**src/rtl/assert_macros.svh**
```systemverilog
// assertion macros shared by wab_alarm_fsm.sv and weekday_alarm_beeper.sv
`ifndef ASSERT_MACROS_SVH
`define ASSERT_MACROS_SVH

`ifndef ASSERT_OFF

// same-cycle implication, checked at every rising edge out of reset
`define ASSERT_IMPLIES(label, clk, rst_n, pre, post) \
    label: assert property (@(posedge clk) disable iff (!rst_n) (pre) |-> (post)) \
        else $error("assertion failed");

// next-cycle implication
`define ASSERT_NEXT(label, clk, rst_n, pre, post) \
    label: assert property (@(posedge clk) disable iff (!rst_n) (pre) |=> (post)) \
        else $error("assertion failed");

`else

`define ASSERT_IMPLIES(label, clk, rst_n, pre, post)
`define ASSERT_NEXT(label, clk, rst_n, pre, post)

`endif

`endif

```
**src/rtl/wab_pkg.sv**
```systemverilog
// types and constants of the weekday alarm beeper
package wab_pkg;

    typedef struct packed {
        logic [2:0] week_day;
        logic [4:0] now_hour;
        logic [5:0] now_minute;
        logic       button;
    } tick_t;

    typedef struct packed {
        logic       buzzer;
        logic [2:0] phase;
        logic       day_ok;
    } result_t;

    typedef struct packed {
        logic [4:0] alarm_hour;
        logic [5:0] alarm_minute;
        logic [3:0] day_mode;
        logic       alarm_enabled;
        logic [9:0] beep_half_period;
        logic [6:0] beep_limit;
    } cfg_t;

    localparam int CfgIndexWidth = 3;
    localparam int CfgDataWidth  = 10;

    typedef enum logic [CfgIndexWidth-1:0] {
        REG_ALARM_HOUR       = 3'd0,
        REG_ALARM_MINUTE     = 3'd1,
        REG_DAY_MODE         = 3'd2,
        REG_ALARM_ENABLED    = 3'd3,
        REG_BEEP_HALF_PERIOD = 3'd4,
        REG_BEEP_LIMIT       = 3'd5
    } reg_index_t;

    localparam logic [3:0] MODE_ALL  = 4'd7;
    localparam logic [3:0] MODE_WORK = 4'd8;
    localparam logic [3:0] MODE_WEND = 4'd9;

    localparam logic [2:0] DAY_SUNDAY   = 3'd0;
    localparam logic [2:0] DAY_SATURDAY = 3'd6;

    localparam logic [3:0] RST_DAY_MODE         = MODE_ALL;
    localparam logic [9:0] RST_BEEP_HALF_PERIOD = 10'd500;
    localparam logic [6:0] RST_BEEP_LIMIT       = 7'd100;

endpackage

```
**src/rtl/wab_cfg_regs.sv**
```systemverilog
// configuration registers of the alarm
module wab_cfg_regs
(
    input  logic                                 clk,
    input  logic                                 rst_n,
    input  logic                                 cfg_we,
    input  logic [wab_pkg::CfgIndexWidth-1:0]    cfg_index,
    input  logic [wab_pkg::CfgDataWidth-1:0]     cfg_data,
    output wab_pkg::cfg_t                        cfg
);
    import wab_pkg::*;

    cfg_t cfg_reg;
    cfg_t cfg_next;

    always_comb
    begin
        cfg_next = cfg_reg;
        if (cfg_we)
        begin
            unique case (cfg_index)
                REG_ALARM_HOUR:       cfg_next.alarm_hour       = cfg_data[4:0];
                REG_ALARM_MINUTE:     cfg_next.alarm_minute     = cfg_data[5:0];
                REG_DAY_MODE:         cfg_next.day_mode         = cfg_data[3:0];
                REG_ALARM_ENABLED:    cfg_next.alarm_enabled    = cfg_data[0];
                REG_BEEP_HALF_PERIOD: cfg_next.beep_half_period = cfg_data[9:0];
                REG_BEEP_LIMIT:       cfg_next.beep_limit       = cfg_data[6:0];
                // unknown index: write dropped
                default:              cfg_next = cfg_reg;
            endcase
        end
    end

    always_ff @(posedge clk or negedge rst_n)
    begin
        if (!rst_n)
        begin
            cfg_reg.alarm_hour       <= '0;
            cfg_reg.alarm_minute     <= '0;
            cfg_reg.day_mode         <= RST_DAY_MODE;
            cfg_reg.alarm_enabled    <= 1'b0;
            cfg_reg.beep_half_period <= RST_BEEP_HALF_PERIOD;
            cfg_reg.beep_limit       <= RST_BEEP_LIMIT;
        end
        else
        begin
            cfg_reg <= cfg_next;
        end
    end

    assign cfg = cfg_reg;

endmodule

```
**src/rtl/wab_alarm_fsm.sv**
```systemverilog
// alarm phase machine, tone timer and result register
`include "assert_macros.svh"

module wab_alarm_fsm
(
    input  logic              clk,
    input  logic              rst_n,
    input  logic              fire,
    input  wab_pkg::tick_t    tick,
    input  wab_pkg::cfg_t     cfg,
    output wab_pkg::result_t  result
);
    import wab_pkg::*;

    typedef enum logic [2:0] {
        PH_IDLE   = 3'd0,
        PH_ARMED  = 3'd1,
        PH_ON     = 3'd2,
        PH_OFF    = 3'd3,
        PH_SILENT = 3'd4
    } phase_t;

    phase_t     phase_reg;
    phase_t     phase_next;
    phase_t     phase_cur;
    logic [9:0] elapsed_reg;
    logic [9:0] elapsed_next;
    logic [6:0] tone_count_reg;
    logic [6:0] tone_count_next;
    result_t    result_reg;
    result_t    result_next;

    logic        day_ok;
    logic        armed_ok;
    logic [10:0] elapsed_inc;
    logic        half_done;

    always_comb
    begin
        priority if (cfg.day_mode == {1'b0, tick.week_day})
            day_ok = 1'b1;
        else if (cfg.day_mode == MODE_ALL)
            day_ok = 1'b1;
        else if (cfg.day_mode == MODE_WORK)
            day_ok = (tick.week_day != DAY_SUNDAY) && (tick.week_day < DAY_SATURDAY);
        else if (cfg.day_mode == MODE_WEND)
            day_ok = (tick.week_day == DAY_SUNDAY) || (tick.week_day == DAY_SATURDAY);
        else
            day_ok = 1'b0;
    end

    assign armed_ok    = day_ok && cfg.alarm_enabled;
    assign elapsed_inc = {1'b0, elapsed_reg} + 11'd1;
    assign half_done   = elapsed_inc > {1'b0, cfg.beep_half_period};

    always_comb
    begin
        // button overrides whatever phase we were in
        phase_cur       = tick.button ? PH_SILENT : phase_reg;
        phase_next      = phase_cur;
        elapsed_next    = elapsed_reg;
        tone_count_next = tone_count_reg;
        unique case (phase_cur)
            PH_IDLE:
            begin
                if (armed_ok)
                    phase_next = PH_ARMED;
            end
            PH_ARMED:
            begin
                if (!armed_ok)
                begin
                    phase_next = PH_IDLE;
                end
                else if (tick.now_minute == cfg.alarm_minute &&
                         tick.now_hour == cfg.alarm_hour)
                begin
                    tone_count_next = '0;
                    elapsed_next    = '0;
                    phase_next      = PH_ON;
                end
            end
            PH_ON:
            begin
                elapsed_next = half_done ? 10'd0 : elapsed_inc[9:0];
                if (half_done)
                    phase_next = PH_OFF;
            end
            PH_OFF:
            begin
                // tone limit is checked ahead of the timer
                if (tone_count_reg >= cfg.beep_limit)
                begin
                    phase_next = PH_SILENT;
                end
                else
                begin
                    elapsed_next = half_done ? 10'd0 : elapsed_inc[9:0];
                    if (half_done)
                    begin
                        tone_count_next = tone_count_reg + 7'd1;
                        phase_next      = PH_ON;
                    end
                end
            end
            PH_SILENT:
            begin
                if (cfg.alarm_minute != tick.now_minute)
                    phase_next = PH_IDLE;
            end
            default:
            begin
                phase_next = PH_IDLE;
            end
        endcase

        result_next.buzzer = (phase_next == PH_ON);
        result_next.phase  = phase_next;
        result_next.day_ok = day_ok;
    end

    always_ff @(posedge clk or negedge rst_n)
    begin
        if (!rst_n)
        begin
            phase_reg      <= PH_IDLE;
            elapsed_reg    <= '0;
            tone_count_reg <= '0;
            result_reg     <= '0;
        end
        else if (fire)
        begin
            phase_reg      <= phase_next;
            elapsed_reg    <= elapsed_next;
            tone_count_reg <= tone_count_next;
            result_reg     <= result_next;
        end
    end

    assign result = result_reg;

    `ASSERT_NEXT(a_button_silences, clk, rst_n, fire && tick.button, phase_reg == PH_SILENT || phase_reg == PH_IDLE)
    `ASSERT_NEXT(a_hold_when_idle, clk, rst_n, !fire, $stable(phase_reg) && $stable(tone_count_reg) && $stable(elapsed_reg))
    `ASSERT_NEXT(a_idle_step, clk, rst_n, fire && phase_reg == PH_IDLE && !tick.button, phase_reg == PH_IDLE || phase_reg == PH_ARMED)

endmodule

```
**src/rtl/weekday_alarm_beeper.sv**
```systemverilog
// path: an accepted tick item is held in the input reg, then its result is held in the result reg
// throughput: one tick item per cycle while the output does not stall, set by the phase update
// while a finished result waits, one more tick item is taken, then the input stalls
// reset: asynchronous active low, phase idle, timers zero, registers at defaults
// no clearing pass, the block takes items in the first cycle after reset
`include "assert_macros.svh"

module weekday_alarm_beeper
(
    input  logic                                 clk,
    input  logic                                 rst_n,
    input  logic                                 tick_valid,
    output logic                                 tick_stall,
    input  wab_pkg::tick_t                       tick,
    output logic                                 result_valid,
    input  logic                                 result_stall,
    output wab_pkg::result_t                     result,
    input  logic                                 cfg_we,
    input  logic [wab_pkg::CfgIndexWidth-1:0]    cfg_index,
    input  logic [wab_pkg::CfgDataWidth-1:0]     cfg_data
);
    import wab_pkg::*;

    cfg_t  cfg;
    tick_t tick_reg;
    logic  tick_valid_reg;
    logic  tick_valid_next;
    logic  result_valid_reg;
    logic  result_valid_next;
    logic  advance;
    logic  tick_take;

    wab_cfg_regs u_cfg_regs
    (
        .clk       (clk),
        .rst_n     (rst_n),
        .cfg_we    (cfg_we),
        .cfg_index (cfg_index),
        .cfg_data  (cfg_data),
        .cfg       (cfg)
    );

    // held item moves on when the result register is free or being emptied
    assign advance    = tick_valid_reg && (!result_valid_reg || !result_stall);
    assign tick_stall = tick_valid_reg && !advance;
    assign tick_take  = tick_valid && !tick_stall;

    always_comb
    begin
        tick_valid_next = tick_valid_reg;
        if (tick_take)
            tick_valid_next = 1'b1;
        else if (advance)
            tick_valid_next = 1'b0;

        result_valid_next = result_valid_reg;
        if (advance)
            result_valid_next = 1'b1;
        else if (!result_stall)
            result_valid_next = 1'b0;
    end

    always_ff @(posedge clk or negedge rst_n)
    begin
        if (!rst_n)
        begin
            tick_valid_reg   <= 1'b0;
            result_valid_reg <= 1'b0;
        end
        else
        begin
            tick_valid_reg   <= tick_valid_next;
            result_valid_reg <= result_valid_next;
        end
    end

    always_ff @(posedge clk)
    begin
        if (tick_take)
            tick_reg <= tick;
    end

    wab_alarm_fsm u_alarm_fsm
    (
        .clk    (clk),
        .rst_n  (rst_n),
        .fire   (advance),
        .tick   (tick_reg),
        .cfg    (cfg),
        .result (result)
    );

    assign result_valid = result_valid_reg;

    `ASSERT_IMPLIES(a_stall_only_when_full, clk, rst_n, tick_stall, tick_valid_reg && result_valid_reg && result_stall)
    `ASSERT_NEXT(a_advance_fills_result, clk, rst_n, advance, result_valid_reg)
    `ASSERT_NEXT(a_take_fills_input, clk, rst_n, tick_take, tick_valid_reg)

endmodule

```
**config.mk**
```make
export PLATFORM = sky130hd
export DESIGN_NAME = weekday_alarm_beeper
export DESIGN_NICKNAME = d
export VERILOG_FILES = /design/src/rtl/wab_pkg.sv /design/src/rtl/wab_cfg_regs.sv /design/src/rtl/wab_alarm_fsm.sv /design/src/rtl/weekday_alarm_beeper.sv
export VERILOG_INCLUDE_DIRS = /design/src /design/src/rtl
export SDC_FILE = /design/constraint.sdc
export NUM_CORES = 1
export LEC_CHECK = 0
export ABC_AREA = 0
export BUFFER_PORTS_ARGS = -buffer_cell sky130_fd_sc_hd__buf_2
export CORE_UTILIZATION = 45
export CTS_BUF_LIST = sky130_fd_sc_hd__clkbuf_16
export DETAILED_ROUTE_END_ITERATION = 10
export GPL_ROUTABILITY_DRIVEN = 1
export SKIP_LAST_GASP = 1
export SLEW_MARGIN = 30
export SYNTH_ARGS = -nofsm -noshare
export SYNTH_HDL_FRONTEND = slang
export SYNTH_HIERARCHICAL = 1
export SYNTH_SLANG_ARGS = --single-unit
```
**constraint.sdc**
```tcl
create_clock -name clk -period 4.4 [get_ports clk]
set_input_delay 0.44 -clock clk [delete_from_list [all_inputs] [get_ports clk]]
set_output_delay 0.44 -clock clk [all_outputs]
set_load 0.01 [all_outputs]
```
==> flow_metrics.py, run 1 <==
metrics = {
    "cells_and_area": {
        "drive_above_1_share_pct": 31.5,
        "layout.nets": 425,
        "utilization_pct": 54.5,
        "largest_reg_flops": 33,
        "area_growth_pct": 17.3,
        "antennaDiodeCount": 0,
    },
    "timing": {
        "max_freq_mhz": 299,
        "setup_viol_count_final": 0,
        "rsz0062_at_grt": "false",
        "slew_viol_final": 0,
        "finalHoldViolations": 0,
        "fin_skew_ns": 0.00754,
        "finalCritPeriodShare_pct": 76.1,
        "finalCriticalPeriod_ns": 3.35,
        "worstMarginPinSlew_ns": 0.894,
        "tns_ns": 0,
        "max-slew-margin-rel_pct": 40.0,
    },
    "route": {
        "drtAntennaViolNets": 0,
        "wl_met1_um": 3630,
        "drt_first_iter_violations": 105,
        "wire_per_inst_um": 16.3,
        "firstDrtPassIters": 4,
        "vias": 2674,
        "vias_per_cell": 5.54,
        "wl_met3_um": 285,
        "drc": 0,
        "dr.max_layer_used": "met4",
        "drt-total-wl_um": 7890,
        "wl_met2_um": 3750,
    },
    "floorplan": {
        "dieArea_um2": 8860,
        "core.rowCount": 33,
        "coreArea_um2": 8220,
        "start_util_pct": 46.5,
        "die_y_um": 94.2,
        "dieWidth_um": 94.2,
        "num_io_pins": 40,
    },
    "yosys": {
        "ys_async_sr_fraction_pct": 79.2,
        "syn_area_um2": 3820,
        "synth_area_leaders": "dfrtp_1 29%, edfxtp_1 12%, mux2_2 10%, dfstp_2 8.3%, ha_1 6.2%",
        "ys_warn_count": 6,
        "netlist-cell-type-count": 62,
        "synthCells": 328,
        "synth_seq_area_share_pct": 49.5,
        "yosysTopAreaCell": "dfrtp_1",
        "synthesis.nets": 380,
        "synth-seq-cells": 72,
        "synthFlopType": "dfrtp_1",
        "yosysTopAreaCellShare_pct": 29.5,
        "avgSynthCellArea_um2": 11.6,
        "synth_edf_count": 15,
    },
    "clocking": {
        "cts_hold_buf": 0,
        "clkTransAtPathRegs_ns": 0.06,
        "cts_max_level": 3,
        "insertion_delay_ns": 0.33,
        "cts_sinks": 72,
        "cts_setup_buffers": 0,
        "cts_root_buf": "clkbuf_16",
        "cts_tree": "yes",
        "cts_buffers": 9,
        "cts_max_path_buffers": 2,
        "cts_resized": 0,
    },
    "worst_setup_path": {
        "reg2reg_setup_slack_ns": 1.05,
        "critical_path.startpoint_type": "flop",
        "crit_path_start": "u_alarm_fsm/elapsed_reg[0]$_DFFE_PN0P_",
        "rr_worst_depth": 13,
        "end_kind": "flop",
        "r2r-end": "u_alarm_fsm/elapsed_reg[0]$_DFFE_PN0P_",
        "cp.required_ns": 4.67,
        "arrival_ns": 3.61,
        "crit_fanout": 6,
        "reg2reg_from": "u_alarm_fsm/elapsed_reg[0]$_DFFE_PN0P_",
        "critical_path_class": "flop to flop",
    },
    "status": {
        "run_status": "finished clean",
    },
    "hold_path": {
        "min-delay-path-class": "input port to async pin",
    },
    "global_routing": {
        "grt_first_pass_wirelength_um": 13100,
        "grt_max_degree": 58,
        "grt_pass1_vias": 2628,
        "grt_overflow": 0,
        "grtUsageTotal_pct": 19.9,
        "antenna_found_initial": 0,
    },
    "power": {
        "ir_worst_vdd_v": 0.000280,
        "p_per_area_nw_per_um2": 448,
        "leakage_nw": 1.95,
    },
    "placement": {
        "port_buffers": 39,
        "place_congestion": 0.866,
        "dp_hpwl_um": 5680,
    },
    "flow_run": {
        "maxCapViolations": 0,
    },
}
==> worst max-delay path, stage by stage (launching register included) <==
cell and delay (ns):
dfrtp_1 0.43, ha_1 0.28, and2_1 0.17, nand2_1 0.13, nor2_1 0.17, xor2_1 0.23, ha_1 0.28, nand3_1 0.08
nand2_1 0.05, or4_1 0.54, nand2_1 0.20, nand3_1 0.20, nor2_1 0.31, mux2_2 0.21
==> worst max path at each step <==
stage,endpoint,slack [ns],cells after the start
5_1_grt,u_alarm_fsm/elapsed_reg[0]$_DFFE_PN0P_,0.71,13
4_1_cts,u_alarm_fsm/elapsed_reg[0]$_DFFE_PN0P_,1.09,13
3_3_place_gp,u_alarm_fsm/elapsed_reg[0]$_DFFE_PN0P_,1.15,12
3_5_place_dp,u_alarm_fsm/elapsed_reg[0]$_DFFE_PN0P_,1.13,13
2_1_floorplan,u_alarm_fsm/result[1]$_DFFE_PN0P_,1.44,13
6_report,u_alarm_fsm/elapsed_reg[0]$_DFFE_PN0P_,1.05,13
==> cell type report <==
cell class	count	area, um2
Multi-Input combinational cell	224	1800
Sequential cell	72	1890
Fill cell	709	3740
Clock inverter	7	119
Inverter	23	86.3
Timing Repair Buffer	43	225
Tap cell	105	131
Clock buffer	9	225
==> report_power, final <==
group	internal, mW	total, mW	switching [mW]	leakage (nW)
registers	0.790	0.863	0.0723	0.832
clock network	0.555	0.841	0.286	0.164
logic	0.157	0.304	0.147	0.955
total	1.50	2.01	0.505	1.95
==> routing by layer <==
layer	track usage, %	up-vias
met5	0	-
met4	9.36	0
met3	4.53	18
met2	30.4	53
met1	26.5	1307
li1	-	1296
==> cells in the mapped netlist (8+ instances only) <==
cell type / count
ha_1: 19
mux2_2: 34
nand4_1: 8
nand3_1: 13
nor2_1: 10
nand2_1: 20
dfstp_2: 12
xnor2_1: 21
a21oi_1: 11
inv_1: 23
edfxtp_1: 15
dfrtp_1: 45
==> kinds of logic after synthesis <==
kind of cell | after synthesis | share of synthesized area [%]
muxes | 35 | 10.3
xor gates and xnor gates | 24 | 5.50
buffers and inverters | 32 | 3.50
and+or+nand+nor | 89 | 13.7
DFF | 72 | 49.5
AOI/OAI and AO/OA | 57 | 11.3
adders and majority gates | 19 | 6.22
==> stage by stage <==
step | setup WS [ns] | cells | hold WS (ns) | instance area [um2] | total power [mW]
2_1_floorplan | 1.44 | 328 | 0.144 | 3820 | 1.07
5_1_grt | 0.710 | 483 | 0.270 | 4480 | 2.11
3_3_place_gp | 1.15 | 467 | 0.473 | 4140 | 1.17
6_report | 1.05 | 483 | 0.255 | 4480 | 2.01
3_5_place_dp | 1.13 | 467 | 0.490 | 4140 | 1.18
4_1_cts | 1.09 | 483 | 0.273 | 4480 | 2.03
==> layout by cell type, fill, tap and decap left out, types with 4 or more instances in the layout <==
master      n
a21oi_1    11
a22o_1      4
and3_1      5
buf_2      39
buf_4       4
clkbuf_16   9
dfrtp_1    45
dfstp_2    12
edfxtp_1   15
ha_1       19
inv_1      23
mux2_2     34
nand2_1    20
nand3_1    13
nand4_1     8
nor2_1     10
nor3_1      5
o21ai_1     7
xnor2_1    21
Note: power is estimated with default switching activity, not from simulation.
==> run 2: changes to the inputs <==
- clock period: 4.4 -> 3.4 ns (I/O delays scaled with it)
==> run 2 against run 1 <==
  * Highest routed layer unchanged
  * Largest cell class unchanged
  * Largest power group unchanged
  * First-iteration DRC count fell by 15%
  * Combinational power up 32%
  * Flip-flop and latch count did not move
  * Global-route usage decreased by 0.22 points
  * Non-clock buffer count rose by 4
  * Wire length is 2.9% lower
==> flow_metrics.py, run 2 (synthesis results as in run 1) <==
metrics = {
    "timing": {
        "finalCriticalPeriod_ns": 3.19,
        "finalCritPeriodShare_pct": 93.7,
        "tns_ns": 0,
        "worstMarginPinSlew_ns": 0.722,
        "rsz0062_at_grt": "false",
        "setup_viol_count_final": 0,
        "fin_skew_ns": 0.00708,
        "max-slew-margin-rel_pct": 51.9,
        "slew_viol_final": 0,
        "finalHoldViolations": 0,
        "max_freq_mhz": 314,
        "holdWs_ns": 0.149,
    },
    "route": {
        "vias_per_cell": 5.43,
        "drc": 0,
        "drt_first_iter_violations": 89,
        "firstDrtPassIters": 4,
        "vias": 2644,
        "drtAntennaViolNets": 0,
        "wire_per_inst_um": 15.7,
        "drt-total-wl_um": 7660,
    },
    "clocking": {
        "cts_max_level": 3,
        "cts_max_path_buffers": 2,
        "cts_tree": "yes",
        "cts_root_buf": "clkbuf_16",
        "cts_sinks": 72,
        "cts_buffers": 9,
        "insertion_delay_ns": 0.33,
        "cts_hold_buf": 0,
        "clkTransAtPathRegs_ns": 0.06,
    },
    "global_routing": {
        "grt_pass1_vias": 2631,
        "grt_overflow": 0,
        "grt_first_pass_wirelength_um": 12900,
        "grt_max_degree": 58,
        "antenna_found_initial": 0,
        "grtUsageTotal_pct": 19.7,
    },
    "power": {
        "p_per_area_nw_per_um2": 535,
        "switching_share_pct": 27.7,
        "ir_worst_vdd_v": 0.000278,
        "p_int_mw": 1.73,
        "pwr-share-clk_pct": 36.7,
        "leakage_nw": 1.95,
        "p_switching_mw": 0.662,
        "power_frac_seq_pct": 46.5,
        "combPwrFrac_pct": 16.8,
    },
    "cells_and_area": {
        "largest_reg_flops": 33,
        "area_growth_pct": 17.1,
        "drive_above_1_share_pct": 33.8,
        "stdcell_count": 487,
        "final_common_cell": "dfrtp_1",
        "final_cell_mix": "44 x dfrtp_1, 39 x buf_2, 34 x mux2_2",
        "antennaDiodeCount": 0,
        "layout.nets": 429,
    },
    "worst_setup_path": {
        "cpMaxStageDelayCell": "or4_1",
        "crit_chain": "and3_1 -> and3_1 -> nand3_1 -> xnor2_1 -> ha_1 -> a21oi_1 -> nand2_1 -> or4_1 -> nand2_4 -> mux2i_1 -> a31o_2 -> a31o_2",
        "arrival_ns": 3.41,
        "r2r-end": "u_alarm_fsm/result[1]$_DFFE_PN0P_",
        "cp_slowest_stage_delay_ns": 0.59,
        "path_depth": 12,
        "cp.required_ns": 3.62,
        "crit_family": "simple AND/OR/NAND/NOR gates",
        "end_kind": "flop",
        "critical_path.startpoint_type": "flop",
        "crit_fanout": 6,
        "path_buf_inv": 0,
        "critical_path_class": "flop to flop",
        "rr_worst_depth": 12,
        "reg2reg_setup_slack_ns": 0.21,
        "reg2reg_from": "u_alarm_fsm/elapsed_reg[2]$_DFFE_PN0P_",
    },
    "placement": {
        "dp_cells": 469,
        "dp_hpwl_um": 5500,
        "port_buffers": 39,
        "place_congestion": 0.836,
    },
    "floorplan": {
        "dieWidth_um": 94.2,
        "die_y_um": 94.2,
        "coreArea_um2": 8220,
        "num_io_pins": 40,
        "start_util_pct": 46.5,
        "core.rowCount": 33,
        "dieArea_um2": 8860,
    },
    "hold_path": {
        "min-delay-path-class": "input port to async pin",
    },
    "status": {
        "run_status": "finished clean",
    },
    "flow_run": {
        "maxCapViolations": 0,
    },
}
==> run 2: layout make-up <==
cell class,count,area [um2]
Inverter,23,86.3
Clock inverter,7,52.6
Fill cell,732,3740
Timing Repair Buffer,47,255
Clock buffer,9,225
Sequential cell,72,1890
Tap cell,105,131
Multi-Input combinational cell,224,1830
==> run 2: layer usage <==
layer  global-route usage, %  share of wire, %
met5                       0                 0
met4                    7.69               1.9
met3                    4.69               2.4
met2                    32.1                49
met1                    25.0                46
==> run 2: power groups by stage <==
stage          Sequential [mW]  Clock [mW]  Combinational (mW)
3_3_place_gp              1.12           0               0.386
4_1_cts                   1.11       0.910               0.403
3_5_place_dp              1.13           0               0.398
5_1_grt                   1.13       0.950               0.452
2_1_floorplan             1.10           0               0.287
6_report                  1.11       0.879               0.402
==> run 2: worst max path at each step <==
stage                                           startpoint                                endpoint  slack (ns)
floorplan           u_alarm_fsm/elapsed_reg[0]$_DFFE_PN0P_       u_alarm_fsm/result[1]$_DFFE_PN0P_        0.44
global placement    u_alarm_fsm/elapsed_reg[0]$_DFFE_PN0P_  u_alarm_fsm/elapsed_reg[0]$_DFFE_PN0P_        0.23
detailed placement  u_alarm_fsm/elapsed_reg[0]$_DFFE_PN0P_  u_alarm_fsm/elapsed_reg[0]$_DFFE_PN0P_        0.14
CTS                 u_alarm_fsm/elapsed_reg[0]$_DFFE_PN0P_  u_alarm_fsm/elapsed_reg[0]$_DFFE_PN0P_        0.04
global route        u_alarm_fsm/elapsed_reg[1]$_DFFE_PN0P_       u_alarm_fsm/result[1]$_DFFE_PN0P_        0.02
finish              u_alarm_fsm/elapsed_reg[2]$_DFFE_PN0P_       u_alarm_fsm/result[1]$_DFFE_PN0P_        0.21
==> run 2: what timing repair did <==
item                                    4_1_cts  5_1_grt
setup buffers                                 0        2
endpoints found under the setup margin        0       15
resized for setup                             0        8
==> run 2: stage by stage <==
stage,setup slack (ns),util [%],instance area (um2),power [mW]
floorplan,0.444,-,3820,1.39
global placement,0.226,50.5,4150,1.51
detailed placement,0.138,50.5,4150,1.53
CTS,0.0369,53.9,4430,2.43
global route,0.0235,54.5,4470,2.54
finish,0.214,54.5,4470,2.39
